$ cat src/rtl/base64_stream_encoder_assert.svh
// Assertion macros shared by the encoder modules.
`ifndef BASE64_STREAM_ENCODER_ASSERT_SVH
`define BASE64_STREAM_ENCODER_ASSERT_SVH

// Checked only while the block is out of reset.
`define B64SE_ASSERT(lbl, prop, msg) \
  lbl: assert property (@(posedge clk_i) disable iff (!rst_ni) prop) else $error(msg);

// Checked at every edge, reset included.
`define B64SE_ASSERT_ALWAYS(lbl, prop, msg) \
  lbl: assert property (@(posedge clk_i) prop) else $error(msg);

`endif

$ cat src/rtl/b64se_pkg.sv
package b64se_pkg;

  // Width of one Base64 code.
  localparam int unsigned CodeW = 6;
  // Width of one ASCII character on the result channel.
  localparam int unsigned CharW = 7;

  // Codes that depend on the alphabet choice.
  localparam logic [CodeW-1:0] CodePlus  = 6'd62;
  localparam logic [CodeW-1:0] CodeSlash = 6'd63;

  // One encoded byte: one or two codes waiting to be sent.
  typedef struct packed {
    logic [CodeW-1:0] code0;
    logic [CodeW-1:0] code1;
    logic             two;
    logic             fin;
  } item_t;

  // Maps a 6-bit code to its ASCII character.
  function automatic logic [CharW-1:0] code_to_char(input logic [CodeW-1:0] code,
                                                   input logic url_safe);
    logic [CharW-1:0] ch;
    if (code < 6'd26) begin
      ch = 7'h41 + {1'b0, code};
    end else if (code < 6'd52) begin
      ch = 7'h61 + {1'b0, code - 6'd26};
    end else if (code < CodePlus) begin
      ch = 7'h30 + {1'b0, code - 6'd52};
    end else if (code == CodePlus) begin
      ch = url_safe ? 7'h2D : 7'h2B;
    end else begin
      ch = url_safe ? 7'h5F : 7'h2F;
    end
    return ch;
  endfunction

endpackage

$ cat src/rtl/b64se_pack.sv
`include "base64_stream_encoder_assert.svh"

module b64se_pack (
  input  logic             clk_i,
  input  logic             rst_ni,
  input  logic             in_valid_i,
  output logic             in_stall_o,
  input  logic [7:0]       in_byte_i,
  input  logic             is_final_i,
  input  logic             pop_last_i,
  output logic             item_valid_o,
  output b64se_pkg::item_t item_o
);

  typedef enum logic [1:0] {
    PH_0 = 2'd0,
    PH_1 = 2'd1,
    PH_2 = 2'd2
  } phase_e;

  phase_e           phase_q, phase_d;
  logic [3:0]       carry_q, carry_d;
  logic             item_valid_q, item_valid_d;
  b64se_pkg::item_t item_q, item_d;
  logic             accept;

  // The item register frees up in the same cycle its last code leaves.
  assign in_stall_o   = item_valid_q && !pop_last_i;
  assign accept       = in_valid_i && !in_stall_o;
  assign item_valid_d = accept || (item_valid_q && !pop_last_i);

  // Split the byte into codes according to the group position.
  always_comb begin
    item_d.fin = is_final_i;
    case (phase_q)
      PH_1: begin
        item_d.code0 = {carry_q[1:0], in_byte_i[7:4]};
        item_d.code1 = {in_byte_i[3:0], 2'b00};
        item_d.two   = is_final_i;
        carry_d      = in_byte_i[3:0];
        phase_d      = PH_2;
      end
      PH_2: begin
        item_d.code0 = {carry_q, in_byte_i[7:6]};
        item_d.code1 = in_byte_i[5:0];
        item_d.two   = 1'b1;
        carry_d      = 4'd0;
        phase_d      = PH_0;
      end
      default: begin
        item_d.code0 = in_byte_i[7:2];
        item_d.code1 = {in_byte_i[1:0], 4'b0000};
        item_d.two   = is_final_i;
        carry_d      = {2'b00, in_byte_i[1:0]};
        phase_d      = PH_1;
      end
    endcase
    // A final byte closes the encoding.
    if (is_final_i) begin
      carry_d = 4'd0;
      phase_d = PH_0;
    end
  end

  // Group state and the control bit of the item register.
  always_ff @(posedge clk_i or negedge rst_ni) begin
    if (!rst_ni) begin
      phase_q      <= PH_0;
      carry_q      <= 4'd0;
      item_valid_q <= 1'b0;
    end else begin
      item_valid_q <= item_valid_d;
      if (accept) begin
        phase_q <= phase_d;
        carry_q <= carry_d;
      end
    end
  end

  // Item payload.
  always_ff @(posedge clk_i) begin
    if (accept) begin
      item_q <= item_d;
    end
  end

  assign item_valid_o = item_valid_q;
  assign item_o       = item_q;

  `B64SE_ASSERT(a_stall_needs_item, in_stall_o |-> item_valid_q, "stall without a held item")
  `B64SE_ASSERT(a_final_resets_group, accept && is_final_i |=> phase_q == PH_0 && carry_q == 4'd0, "group not closed after final byte")

endmodule

$ cat src/rtl/b64se_out.sv
`include "base64_stream_encoder_assert.svh"

module b64se_out (
  input  logic                            clk_i,
  input  logic                            rst_ni,
  input  logic                            url_safe_i,
  input  logic                            item_valid_i,
  input  b64se_pkg::item_t                item_i,
  output logic                            pop_last_o,
  output logic                            out_valid_o,
  input  logic                            out_stall_i,
  output logic [b64se_pkg::CharW-1:0]     out_char_o,
  output logic                            run_last_o,
  output logic                            text_last_o
);

  logic                        sel_q, sel_d;
  logic                        out_valid_q, out_valid_d;
  logic [b64se_pkg::CharW-1:0] out_char_q;
  logic                        run_last_q, text_last_q;
  logic                        load, take, last_code;
  logic [b64se_pkg::CodeW-1:0] code;

  // The result register takes a new word when empty or being drained.
  assign load        = !out_valid_q || !out_stall_i;
  assign take        = item_valid_i && load;
  assign code        = sel_q ? item_i.code1 : item_i.code0;
  assign last_code   = !item_i.two || sel_q;
  assign pop_last_o  = take && last_code;
  assign sel_d       = take ? !last_code : sel_q;
  assign out_valid_d = take || (out_valid_q && out_stall_i);

  // Control state of the result side.
  always_ff @(posedge clk_i or negedge rst_ni) begin
    if (!rst_ni) begin
      sel_q       <= 1'b0;
      out_valid_q <= 1'b0;
    end else begin
      sel_q       <= sel_d;
      out_valid_q <= out_valid_d;
    end
  end

  // Result payload.
  always_ff @(posedge clk_i) begin
    if (take) begin
      out_char_q  <= b64se_pkg::code_to_char(code, url_safe_i);
      run_last_q  <= last_code;
      text_last_q <= last_code && item_i.fin;
    end
  end

  assign out_valid_o = out_valid_q;
  assign out_char_o  = out_char_q;
  assign run_last_o  = run_last_q;
  assign text_last_o = text_last_q;

  `B64SE_ASSERT(a_second_code_held, sel_q |-> item_valid_i && out_valid_q && !run_last_q, "second code pending without its item")
  `B64SE_ASSERT(a_text_last_is_run_last, out_valid_q && text_last_q |-> run_last_q, "text end not at a byte end")
  `B64SE_ASSERT_ALWAYS(a_reset_empty, !rst_ni |=> !out_valid_q || rst_ni, "result valid right after reset")

endmodule

$ cat src/rtl/base64_stream_encoder.sv
// Channel   | Handshake                      | Word
// ----------+--------------------------------+------------------------------------
// input     | in_valid_i / in_stall_o        | in_byte_i, is_final_i
// result    | out_valid_o / out_stall_i      | out_char_o, run_last_o, text_last_o
// config    | cfg_valid_i / cfg_ready_o      | cfg_url_safe_i
//
// The result register sends one character a cycle while the result is not
// stalled; a byte that yields two stalls the input until its second is taken.
// A byte's first character goes through the item and then the result register.
// Reset clears the group position, the alphabet choice and all valid bits.
// A stalled result holds its word; the input stalls while the held byte still
// has a character that the result register cannot take in this cycle.
module base64_stream_encoder (
  input  logic       clk_i,
  input  logic       rst_ni,
  input  logic       in_valid_i,
  output logic       in_stall_o,
  input  logic [7:0] in_byte_i,
  input  logic       is_final_i,
  output logic       out_valid_o,
  input  logic       out_stall_i,
  output logic [6:0] out_char_o,
  output logic       run_last_o,
  output logic       text_last_o,
  input  logic       cfg_valid_i,
  output logic       cfg_ready_o,
  input  logic       cfg_url_safe_i
);

  logic             url_safe_q;
  logic             item_valid;
  logic             pop_last;
  b64se_pkg::item_t item;

  // Alphabet selection register.
  assign cfg_ready_o = 1'b1;

  always_ff @(posedge clk_i or negedge rst_ni) begin
    if (!rst_ni) begin
      url_safe_q <= 1'b0;
    end else if (cfg_valid_i && cfg_ready_o) begin
      url_safe_q <= cfg_url_safe_i;
    end
  end

  // Byte to code split with group state.
  b64se_pack u_pack (
    .clk_i        (clk_i),
    .rst_ni       (rst_ni),
    .in_valid_i   (in_valid_i),
    .in_stall_o   (in_stall_o),
    .in_byte_i    (in_byte_i),
    .is_final_i   (is_final_i),
    .pop_last_i   (pop_last),
    .item_valid_o (item_valid),
    .item_o       (item)
  );

  // Code to character serializer and result register.
  b64se_out u_out (
    .clk_i        (clk_i),
    .rst_ni       (rst_ni),
    .url_safe_i   (url_safe_q),
    .item_valid_i (item_valid),
    .item_i       (item),
    .pop_last_o   (pop_last),
    .out_valid_o  (out_valid_o),
    .out_stall_i  (out_stall_i),
    .out_char_o   (out_char_o),
    .run_last_o   (run_last_o),
    .text_last_o  (text_last_o)
  );

endmodule

$ cat config.mk
export PLATFORM = sky130hd
export DESIGN_NAME = base64_stream_encoder
export DESIGN_NICKNAME = d
export VERILOG_FILES = /design/src/rtl/b64se_pkg.sv /design/src/rtl/b64se_pack.sv /design/src/rtl/b64se_out.sv /design/src/rtl/base64_stream_encoder.sv
export VERILOG_INCLUDE_DIRS = /design/src /design/src/rtl
export SDC_FILE = /design/constraint.sdc
export NUM_CORES = 1
export LEC_CHECK = 0
export ABC_AREA = 1
export BUFFER_PORTS_ARGS = -buffer_cell sky130_fd_sc_hd__buf_2
export CAP_MARGIN = 10
export CORE_MARGIN = 4
export CORE_UTILIZATION = 52
export CTS_CLUSTER_DIAMETER = 120
export CTS_CLUSTER_SIZE = 20
export DETAILED_ROUTE_END_ITERATION = 10
export GPL_TIMING_DRIVEN = 0
export HOLD_SLACK_MARGIN = 0.03
export PLACE_DENSITY = 0.76
export SKIP_CTS_REPAIR_TIMING = 1
export SLEW_MARGIN = 20
export SYNTH_ARGS = -nofsm -noshare
export SYNTH_HDL_FRONTEND = slang
export SYNTH_SLANG_ARGS = --single-unit
export TNS_END_PERCENT = 5
$ cat constraint.sdc
create_clock -name clk_i -period 2.31 [get_ports clk_i]
set_input_delay 0.462 -clock clk_i [delete_from_list [all_inputs] [get_ports clk_i]]
set_output_delay 0.462 -clock clk_i [all_outputs]
set_load 0.01 [all_outputs]
==> results of run 1 <==
## report_power, final
part / leakage, nW / switching [mW] / total, mW / internal [mW]
combinational: 0.782 / 1.28 / 2.01 / 0.728
clock: 0.0445 / 0.214 / 0.456 / 0.242
sequential: 0.341 / 0.0744 / 0.994 / 0.920
total: 1.17 / 1.57 / 3.46 / 1.89
## area by class of cell
class                           instances  share of cell area (%)
Buffer                                  5                    1.04
Clock buffer                            7                    3.43
Clock inverter                          1                   0.299
Inverter                               33                    5.22
Multi-Input combinational cell        189                    43.9
Sequential cell                        33                    37.4
Tap cell                               48                    2.39
Timing Repair Buffer                   29                    6.27
## state kept, by name (all words and copies together) (netlist names)
register and count:
u_pack.phase_q 2, url_safe_q 1, u_pack.item_valid_o 1, u_out.run_last_o 1
u_out.out_valid_o 1, u_out.text_last_o 1, u_out.sel_q 1, u_out.out_char_o 7
u_pack.carry_q 4, u_pack.item_o 14
## cells in the final DEF, fill, tap and decap left out, types with 5 or more instances in the layout
master,instances
a21oi_1,23
nand3_1,14
inv_1,27
dfrtp_1,10
o21ai_0,15
nor2_1,25
nand2_2,11
ha_1,10
clkbuf_8,6
edfxtp_1,23
nand2_1,60
buf_4,5
buf_2,25
## per-stage QoR
| stage | worst slack (ns) | power (mW) | hold slack (ns) |
|---|---|---|---|
| 2_1_floorplan | 0.0542 | 2.38 | 0.166 |
| 3_3_place_gp | -0.110 | 2.75 | 0.333 |
| 3_5_place_dp | -0.181 | 2.80 | 0.332 |
| 4_1_cts | -0.203 | 3.26 | 0.0150 |
| 5_1_grt | -0.00854 | 3.77 | 0.386 |
| 6_report | 0.155 | 3.46 | 0.378 |
## worst paths after layout
| check | start | endpoint | depth (start not counted) |
|---|---|---|---|
| worst max-delay path | u_out.sel_q | u_out.out_char_o[3] | 12 |
| worst min-delay path | out_stall_i | u_out.out_valid_o | 3 |
| worst max register to register | u_out.sel_q | u_out.out_char_o[3] | 12 |
| worst min register to register | u_out.out_valid_o | u_out.out_valid_o | 2 |
| max in group asynchronous | rst_ni | u_pack.carry_q[2] | 2 |
| min in group asynchronous | rst_ni | u_pack.item_valid_o | 2 |
## worst max-delay path: cells and delay by family, from the launching register on
family	cells	cell delay [ns]
buffers and inverters	3	0.31
flip-flops	1	0.43
AND/OR/NAND/NOR	5	0.62
AO/OA/AOI/OAI	3	0.27
adder cells (fa/ha/maj)	1	0.25
## per-layer routing
| metal | share of wire [%] | track usage (%) | vias to the layer above | wire, um |
|---|---|---|---|---|
| met5 | 0 | 0 | - | 0 |
| met4 | 2.2 | 6.89 | 0 | 94 |
| met3 | 5.8 | 4.21 | 10 | 247 |
| met2 | 50 | 30.1 | 58 | 2110 |
| met1 | 42 | 19.9 | 791 | 1790 |
| li1 | - | - | 916 | - |
## logic make-up after synthesis
| group | Yosys count |
|---|---|
| AOI/OAI and AO/OA | 42 |
| xor gates and xnor gates | 6 |
| adders and majority gates | 13 |
| buffers and inverters | 39 |
| DFF | 33 |
| muxes | 2 |
| other | 1 |
| and+or+nand+nor | 125 |
==> results.md, run 1 <==
* Fraction of registers with async set/reset at 30.3%
* Die H at just over 70 um
* Cell Rows at 22
* DRT antenna net count at 0
* Starting Density at 55.8%
* H-tree Lvls at 2
* Synthesized area per cell at roughly 8.1 um^2
* Post-route clock skew at 0.00551 ns
* Critical path startpoint category: flip-flop
* Post-Synth Simple-Gate Area at between 20% and 30%
* NumNets Final at ~320
* Worst-Skew Late Latency at ~0.29 ns
* Multi-input combinational cell area at roughly 0.0011 mm^2
* Dominant synthesized flop cell: edfxtp_1
* Drt via density at 5.14
* Placed instance area at 0.00230 mm^2
* Slowest Stage Delay on Critical Path at 0.43 ns
* # IOs at 27
* Port buffer count at 25
* Die width at 71.8 um
* Synth Net Count at ~290
* Die area at 0.00516 mm^2
* Mux contribution to synthesized area at under 10%
* Part of the cycle the worst path needs at 93.3%
* Largest net degree at the start of global routing at 24
* Synthesized cell area at ~0.0021 mm^2
* Post-layout util at roughly 66%
* Post-Synth XOR/XNOR Area at about 2.5%
* Status: complete, no violations
* Bufs on Longest Clock Path at 2
* RePlAce Congestion at roughly 0.86
* Setup violators final at 0
* Area growth syn-to-layout at 18.7%
* Most common cell in the synthesized netlist: nand2_1
* Critical Path, Cell by Cell: inv_4 -> or2_2 -> o21a_4 -> ha_1 -> inv_1 -> nand2_2 -> nand2_2 -> nand2_4 -> inv_2 -> a21oi_1 -> nand2_1 -> o21ai_0
* CTS Buf Count at 5
* Max IR drop VDD at roughly 0.74 mV
* Post-synthesis register bit count at 33
* Worst-Margin Slew at 0.565 ns
* DRC errors left at 0
* Post-synth EDFFs at 23
* Via count at between 1500 and 2000
* Initial DRT Pass Iterations at 4
* Hold crit path type: in -> reg
* Reg2Reg Setup Slack at between 0.15 and 0.2 ns
* CP required at 2.35 ns
* Synth cell count leaders: nand2_1 (65), inv_1 (28), nor2_1 (26), a21oi_1 (23), edfxtp_1 (23)
* Distinct cells, synth at 27
* Pwr dens at 1380 mW/mm^2
* Crit Path Max Fanout at 11
* Clock Root Buffer: clkbuf_8
* Critical path class: reg -> reg
* N_diodes at 0
* CTS tree: yes
* Routed wire length at between 4000 and 5000 um
* P_leak at roughly 1.2 nW
* Fin cells at about 350
* Synth area leader: edfxtp_1
* Placeable core area at 0.00380 mm^2
* Highest Clock Rate at roughly 0.46 GHz
* Adder-cell area share of the yosys netlist at around 7.7%
* Hpwl dp at around 3200 um
* Number of cells after detailed placement at ~330
* FF+latch area at around 940 um^2
* First-pass GRT wire length at about 7000 um
* Fill count at 301
* Clk sinks at 33
* Layout cell share with drive strength beyond 1 at between 20% and 30%
* Setup tns final at 0 ns
* DRT iter0 DRCs at between 100 and 150
* CP arrival at ~2.2 ns
* Final instance area at 0.00251 mm^2
* Yosys Warn Count at 0
* Cells after Synth at 261
* Final Max Slew Viols at 0
* Total gr overflow at 0
* Setup crit end kind: flip-flop
* Main combinational cell family by area after synthesis: simple AND/OR/NAND/NOR gates
* Vias in the first global route at between 1500 and 2000
* Slowest-stage cell, CP: dfrtp_1
* Sequential share of the synthesized area at 44.4%
* Min Tclk post-route at ~2.2 ns
* Dominant cells by area after synthesis: edfxtp_1 (33%), dfrtp_1 (12%), nand2_1 (12%)
* GRT Total Usage at between 10% and 20%
* Synth Area in Compound Gates at between 10% and 20%
* Fin. Hold Viols at 0
* Initial antenna violation count at 0
* Clock transition at the registers of the reported paths at ~0.07 ns
* Synth top area share at 32.6%
* Max-cap viol count at 0
* Top cell by count, worst path: nand2_2
* Worst rel slew slack at around 62%
* Routed len/inst at around 12 um
Note: power is estimated with default switching activity, not from simulation.
==> run 2: changes to the inputs <==
--- a/config.mk
+++ b/config.mk
@@ -10,13 +10,13 @@
 export BUFFER_PORTS_ARGS = -buffer_cell sky130_fd_sc_hd__buf_2
 export CAP_MARGIN = 10
 export CORE_MARGIN = 4
-export CORE_UTILIZATION = 52
+export CORE_UTILIZATION = 58
 export CTS_CLUSTER_DIAMETER = 120
 export CTS_CLUSTER_SIZE = 20
 export DETAILED_ROUTE_END_ITERATION = 10
 export GPL_TIMING_DRIVEN = 0
 export HOLD_SLACK_MARGIN = 0.03
-export PLACE_DENSITY = 0.76
+export PLACE_DENSITY = 0.8
 export SKIP_CTS_REPAIR_TIMING = 1
 export SLEW_MARGIN = 20
 export SYNTH_ARGS = -nofsm -noshare
==> constraint.sdc (replaced) <==
create_clock -name clk_i -period 2.15 [get_ports clk_i]
set_input_delay 0.43 -clock clk_i [delete_from_list [all_inputs] [get_ports clk_i]]
set_output_delay 0.43 -clock clk_i [all_outputs]
set_load 0.01 [all_outputs]
==> run 2 against run 1 <==
Effect of this change: sequential power up 8%; clock skew about the same; critical path depth up 1; final cell count unchanged; combinational power up 11%; global-route usage up 3.1 points; non-clock buffer count up 2; critical path type unchanged; largest cell class unchanged; highest routed layer unchanged.
==> results.md, run 2 (synthesis results as in run 1) <==
* Status: complete, no violations
* Part of the cycle the worst path needs at around 96%
* Starting Density at about 60%
* CTS tree: yes
* Setup crit end kind: flip-flop
* Total gr overflow at 0
* Clock transition at the registers of the reported paths at ~0.060 ns
* Worst rel slew slack at 62.8%
* Commonest non-fill, non-tap cell in the layout: nand2_1
* Fill count at between 200 and 300
* Reg2Reg Setup Slack at around 0.084 ns
* Post-route clock skew at 0.00515 ns
* Leading cell types in the layout, fill and taps excluded: nand2_1 (59), inv_1 (27), buf_2 (25)
* Min Tclk post-route at between 2 and 2.5 ns
* Layout cell share with drive strength beyond 1 at roughly a quarter
* Max-cap viol count at 0
* Hpwl dp at ~3100 um
* Vias in the first global route at roughly 1600
* Critical Path, Cell by Cell: clkinv_4 -> or2_4 -> o21a_4 -> inv_6 -> ha_1 -> nand3_2 -> nand2_2 -> nand2_4 -> nand2_4 -> inv_2 -> a21oi_1 -> nand2_1 -> o21ai_0
* Placed instance area at about 0.0023 mm^2
* Final Power at 3.72 mW
* Initial antenna violation count at 0
* H-tree Lvls at 2
* Area growth syn-to-layout at 18.8%
* Max IR drop VDD at approximately 0.91 mV
* CP required at about 2.3 ns
* Initial DRT Pass Iterations at 5
* Routed wire length at 4490 um
* N_diodes at 0
* WP buf/inv at 3
* Final instance area at 0.00252 mm^2
* Top cell by count, worst path: nand2_4
* CP arrival at approximately 2.2 ns
* Via count at roughly 1800
* Port buffer count at 25
* CTS Buf Count at 5
* Final Max Slew Viols at 0
* Die H at 68.4 um
* Placeable core area at 0.00344 mm^2
* Critical Path Stages at 13
* Number of cells after detailed placement at 332
* Die area at roughly 0.0047 mm^2
* DRC errors left at 0
* # IOs at 27
* Fin. Hold Viols at 0
* Crit-path leading delay family: simple AND/OR/NAND/NOR gates
* DRT antenna net count at 0
* GRT Total Usage at about 20%
* Routed len/inst at 13.0 um
* Setup tns final at 0 ns
* Largest net degree at the start of global routing at 24
* Drt via density at 5.36
* P_leak at 1.18 nW
* Dpl ws at -0.172 ns
* Slowest Stage Delay on Critical Path at a little over 0.4 ns
* Critical path startpoint category: flip-flop
* Worst-Margin Slew at ~0.56 ns
* Bufs on Longest Clock Path at 2
* RePlAce Congestion at 0.923
* Slowest-stage cell, CP: dfrtp_1
* Largest register FFs at 14
* Worst-Skew Late Latency at 0.28 ns
* First-pass GRT wire length at about 7000 um
* Worst Reg2Reg Path Length in Cells at 13
* Post-layout util at around 73%
* Highest Clock Rate at 0.484 GHz
* Hold crit path type: in -> reg
* Hold Crit Depth at 2
* NumNets Final at roughly 330
* Hold WS at about 0.37 ns
* Critical path class: reg -> reg
* Pwr dens at about 1500 mW/mm^2
* Die width at between 60 and 70 um
* Worst setup margin at ~0.084 ns
* Setup violators final at 0
* Fin cells at between 300 and 400
* Clk sinks at 33
* Crit Path Max Fanout at 8
* DRT iter0 DRCs at between 200 and 250
* Cell Rows at 21
* Clock Root Buffer: clkbuf_8
run 2: changes by cell type in the layout (fill, tap and decap cells not counted), sizes merged:
cell      before  now
clkbuf        10   11
inv           33   32
clkinv         0    1
clkinvlp       1    0
buf           30   32
run 2: worst reg2reg max path, cell delays in order (launching register included):
cell,delay (ns)
dfrtp_1,0.41
clkinv_4,0.10
or2_4,0.24
o21a_4,0.15
inv_6,0.08
ha_1,0.17
nand3_2,0.11
nand2_2,0.10
nand2_4,0.08
nand2_4,0.11
inv_2,0.06
a21oi_1,0.14
nand2_1,0.08
o21ai_0,0.09
run 2: where the power goes:
part / total [mW] / switching, mW / internal (mW)
registers: 1.07 / 0.0768 / 0.988
logic: 2.23 / 1.43 / 0.796
clock network: 0.429 / 0.200 / 0.229
total: 3.72 / 1.71 / 2.01
run 2: routing by layer:
metal	vias to the layer above	global-route usage (%)	part of all wire, %
li1	927	-	-
met1	808	24.4	40
met2	94	35.0	50
met3	20	4.60	7.2
met4	0	7.20	2.6
met5	-	0	0
run 2: path summary, 6_finish.rpt:
kind	startpoint	endpoint
worst max register to register	u_out.sel_q	u_out.out_char_o[3]
worst max-delay path	u_out.sel_q	u_out.out_char_o[3]
worst min register to register	u_pack.item_valid_o	u_out.out_valid_o
min in group asynchronous	rst_ni	u_pack.phase_q[0]
max in group asynchronous	rst_ni	u_out.sel_q
worst min-delay path	cfg_valid_i	url_safe_q
run 2: area by class of cell:
cell class,count,area [um^2],share of cell area (%)
buffer,4,18.8,0.746
clock buffer,8,80.1,3.18
inverter,33,134,5.32
multi-input combinational,189,1100,43.9
sequential,33,941,37.4
tap,46,57.6,2.29
timing repair buffer,32,180,7.16
==> run 3: changes to the inputs <==
--- a/config.mk
+++ b/config.mk
@@ -17,6 +17,7 @@
 export GPL_TIMING_DRIVEN = 0
 export HOLD_SLACK_MARGIN = 0.03
 export PLACE_DENSITY = 0.8
+export SETUP_SLACK_MARGIN = 0.15
 export SKIP_CTS_REPAIR_TIMING = 1
 export SLEW_MARGIN = 20
 export SYNTH_ARGS = -nofsm -noshare
==> run 3 against run 2 <==
Effect of this change: non-clock buffer count is 5 higher; hold slack lost 0.015 ns; die area stayed put; register-to-register slack worse by 0.06 ns; total power up 2.9%; core utilization rose by 1.5 points; sequential cell count did not move; combinational power is 2% higher; critical path type unchanged; largest cell class unchanged.
==> results.md, run 3 (synthesis results as in run 1) <==
* Largest register FFs at 14
* Setup violators final at 0
* Placeable core area at 0.00344 mm^2
* NumNets Final at 331
* Net switching power at around 1.7 mW
* Crit Path Max Fanout at 8
* Worst rel slew slack at about three fifths
* CTS Buf Count at 5
* N_diodes at 0
* Die width at 68.4 um
* Min Tclk post-route at ~2.1 ns
* Highest Clock Rate at 0.471 GHz
* Max IR drop VDD at about 0.9 mV
* Layout cell share with drive strength beyond 1 at 27.3%
* CTS tree: yes
* Vias in the first global route at about 1600
* Slowest Stage Delay on Critical Path at 0.39 ns
* Area growth syn-to-layout at 21.3%
* Initial DRT Pass Iterations at 4
* Pwr dens at between 1000 and 1500 mW/mm^2
* Die area at about 0.0047 mm^2
* Hold crit path type: in -> reg
* Internal power at between 2 and 2.5 mW
* Total gr overflow at 0
* Via count at between 1500 and 2000
* WP buf/inv at 4
* RSZ-0062 raised after global routing: yes
* Port buffer count at 25
* Status: complete, no violations
* GRT Total Usage at slightly above 20%
* Clock Root Buffer: clkbuf_8
* Fin. Hold Viols at 0
* Routed wire length at 4670 um
* Critical path class: reg -> reg
* Drt via density at roughly 5.3
* CP required at 2.17 ns
* DRT iter0 DRCs at 223
* Clock transition at the registers of the reported paths at roughly 0.070 ns
* Post-route clock skew at between 0.008 and 0.009 ns
* Switch share at ~46%
* Worst-Skew Late Latency at between 0.2 and 0.3 ns
* Final Max Slew Viols at 0
* Starting Density at 61.5%
* Clock power share at between 10% and 20%
* P_leak at about 1.2 nW
* Reg power frac at 27.8%
* Max-cap viol count at 0
* Initial antenna violation count at 0
* Leading cell types in the layout, fill and taps excluded: nand2_1 (60), inv_1 (27), buf_2 (26)
* Slowest-stage cell, CP: dfrtp_1
* RePlAce Congestion at roughly 0.89
* Setup crit end kind: flip-flop
* Routed len/inst at about 13 um
* Largest net degree at the start of global routing at 24
* Part of the cycle the worst path needs at between 90% and 100%
* Commonest non-fill, non-tap cell in the layout: nand2_1
* Hpwl dp at 3180 um
* First-pass GRT wire length at 7090 um
* # IOs at 27
* Critical Path, Cell by Cell: inv_2 -> buf_6 -> or2_4 -> o21a_4 -> ha_1 -> inv_1 -> nand2_2 -> nand2_4 -> nand2_4 -> inv_2 -> a21oi_1 -> nand2_1 -> o21ai_0
* H-tree Lvls at 2
* Worst-Margin Slew at between 0.5 and 0.6 ns
* Cell Rows at 21
* Post-layout util at 74.6%
* Crit-path leading delay family: simple AND/OR/NAND/NOR gates
* Bufs on Longest Clock Path at 2
* DRT antenna net count at 0
* CP arrival at roughly 2.1 ns
* Clk sinks at 33
* Die H at 68.4 um
* DRC errors left at 0
* Critical path startpoint category: flip-flop
* Hold WS at about 0.35 ns
* Combinational power share at between 50 and 60%
## run 3: routing by layer
layer	GRT usage [%]	vias to the layer above	wire, um
met5	0	-	0
met4	7.94	0	75
met3	5.09	8	308
met2	36.0	70	2410
met1	24.4	859	1870
li1	-	932	-
## run 3: area by class of cell
type	instances	area (um^2)
Clock buffer	6	82.6
Buffer	6	37.5
Fill cell	248	873
Sequential cell	33	941
Timing Repair Buffer	35	200
Inverter	33	129
Multi-Input combinational cell	189	1110
Tap cell	46	57.6
Clock inverter	2	13.8
## run 3: power by group through the flow
stage          clock network (mW)  logic, mW  registers, mW
2_1_floorplan                   0       1.50           1.11
5_1_grt                     0.527       2.55           1.09
3_3_place_gp                    0       1.94           1.07
6_report                    0.484       2.28           1.07
4_1_cts                     0.499       2.00           1.07
3_5_place_dp                    0       1.98           1.08
## run 3: stage by stage
stage | power [mW] | setup TNS (ns) | cells | area (um^2) | setup WS (ns)
2_1_floorplan | 2.61 | 0 | 261 | 2140 | 0.144
3_3_place_gp | 3.01 | 0 | 332 | 2320 | 0.0121
3_5_place_dp | 3.06 | -0.0173 | 332 | 2320 | -0.0108
4_1_cts | 3.56 | -0.0990 | 340 | 2420 | -0.0383
5_1_grt | 4.17 | -0.306 | 350 | 2570 | -0.108
6_report | 3.83 | 0 | 350 | 2570 | 0.0286
## run 3: path summary, 6_finish.rpt
path | startpoint | to | slack, ns | cells after the start
max reg2reg | u_out.sel_q | u_out.out_char_o[3] | 0.03 | 13
max | u_out.sel_q | u_out.out_char_o[3] | 0.03 | 13
min | cfg_valid_i | url_safe_q | 0.35 | 2
min in group asynchronous | rst_ni | u_pack.carry_q[3] | 0.52 | 2
min reg2reg | u_pack.carry_q[3] | u_pack.carry_q[3] | 0.52 | 1
max in group asynchronous | rst_ni | u_pack.item_valid_o | 1.43 | 2
## run 3: worst register-to-register path: cells and delay by family, from the launching register on
kind	cells	cell delay, ns
buffers and inverters	4	0.39
AO/OA/AOI/OAI	3	0.29
flip-flops	1	0.39
adder cells (fa/ha/maj)	1	0.25
AND/OR/NAND/NOR	5	0.53
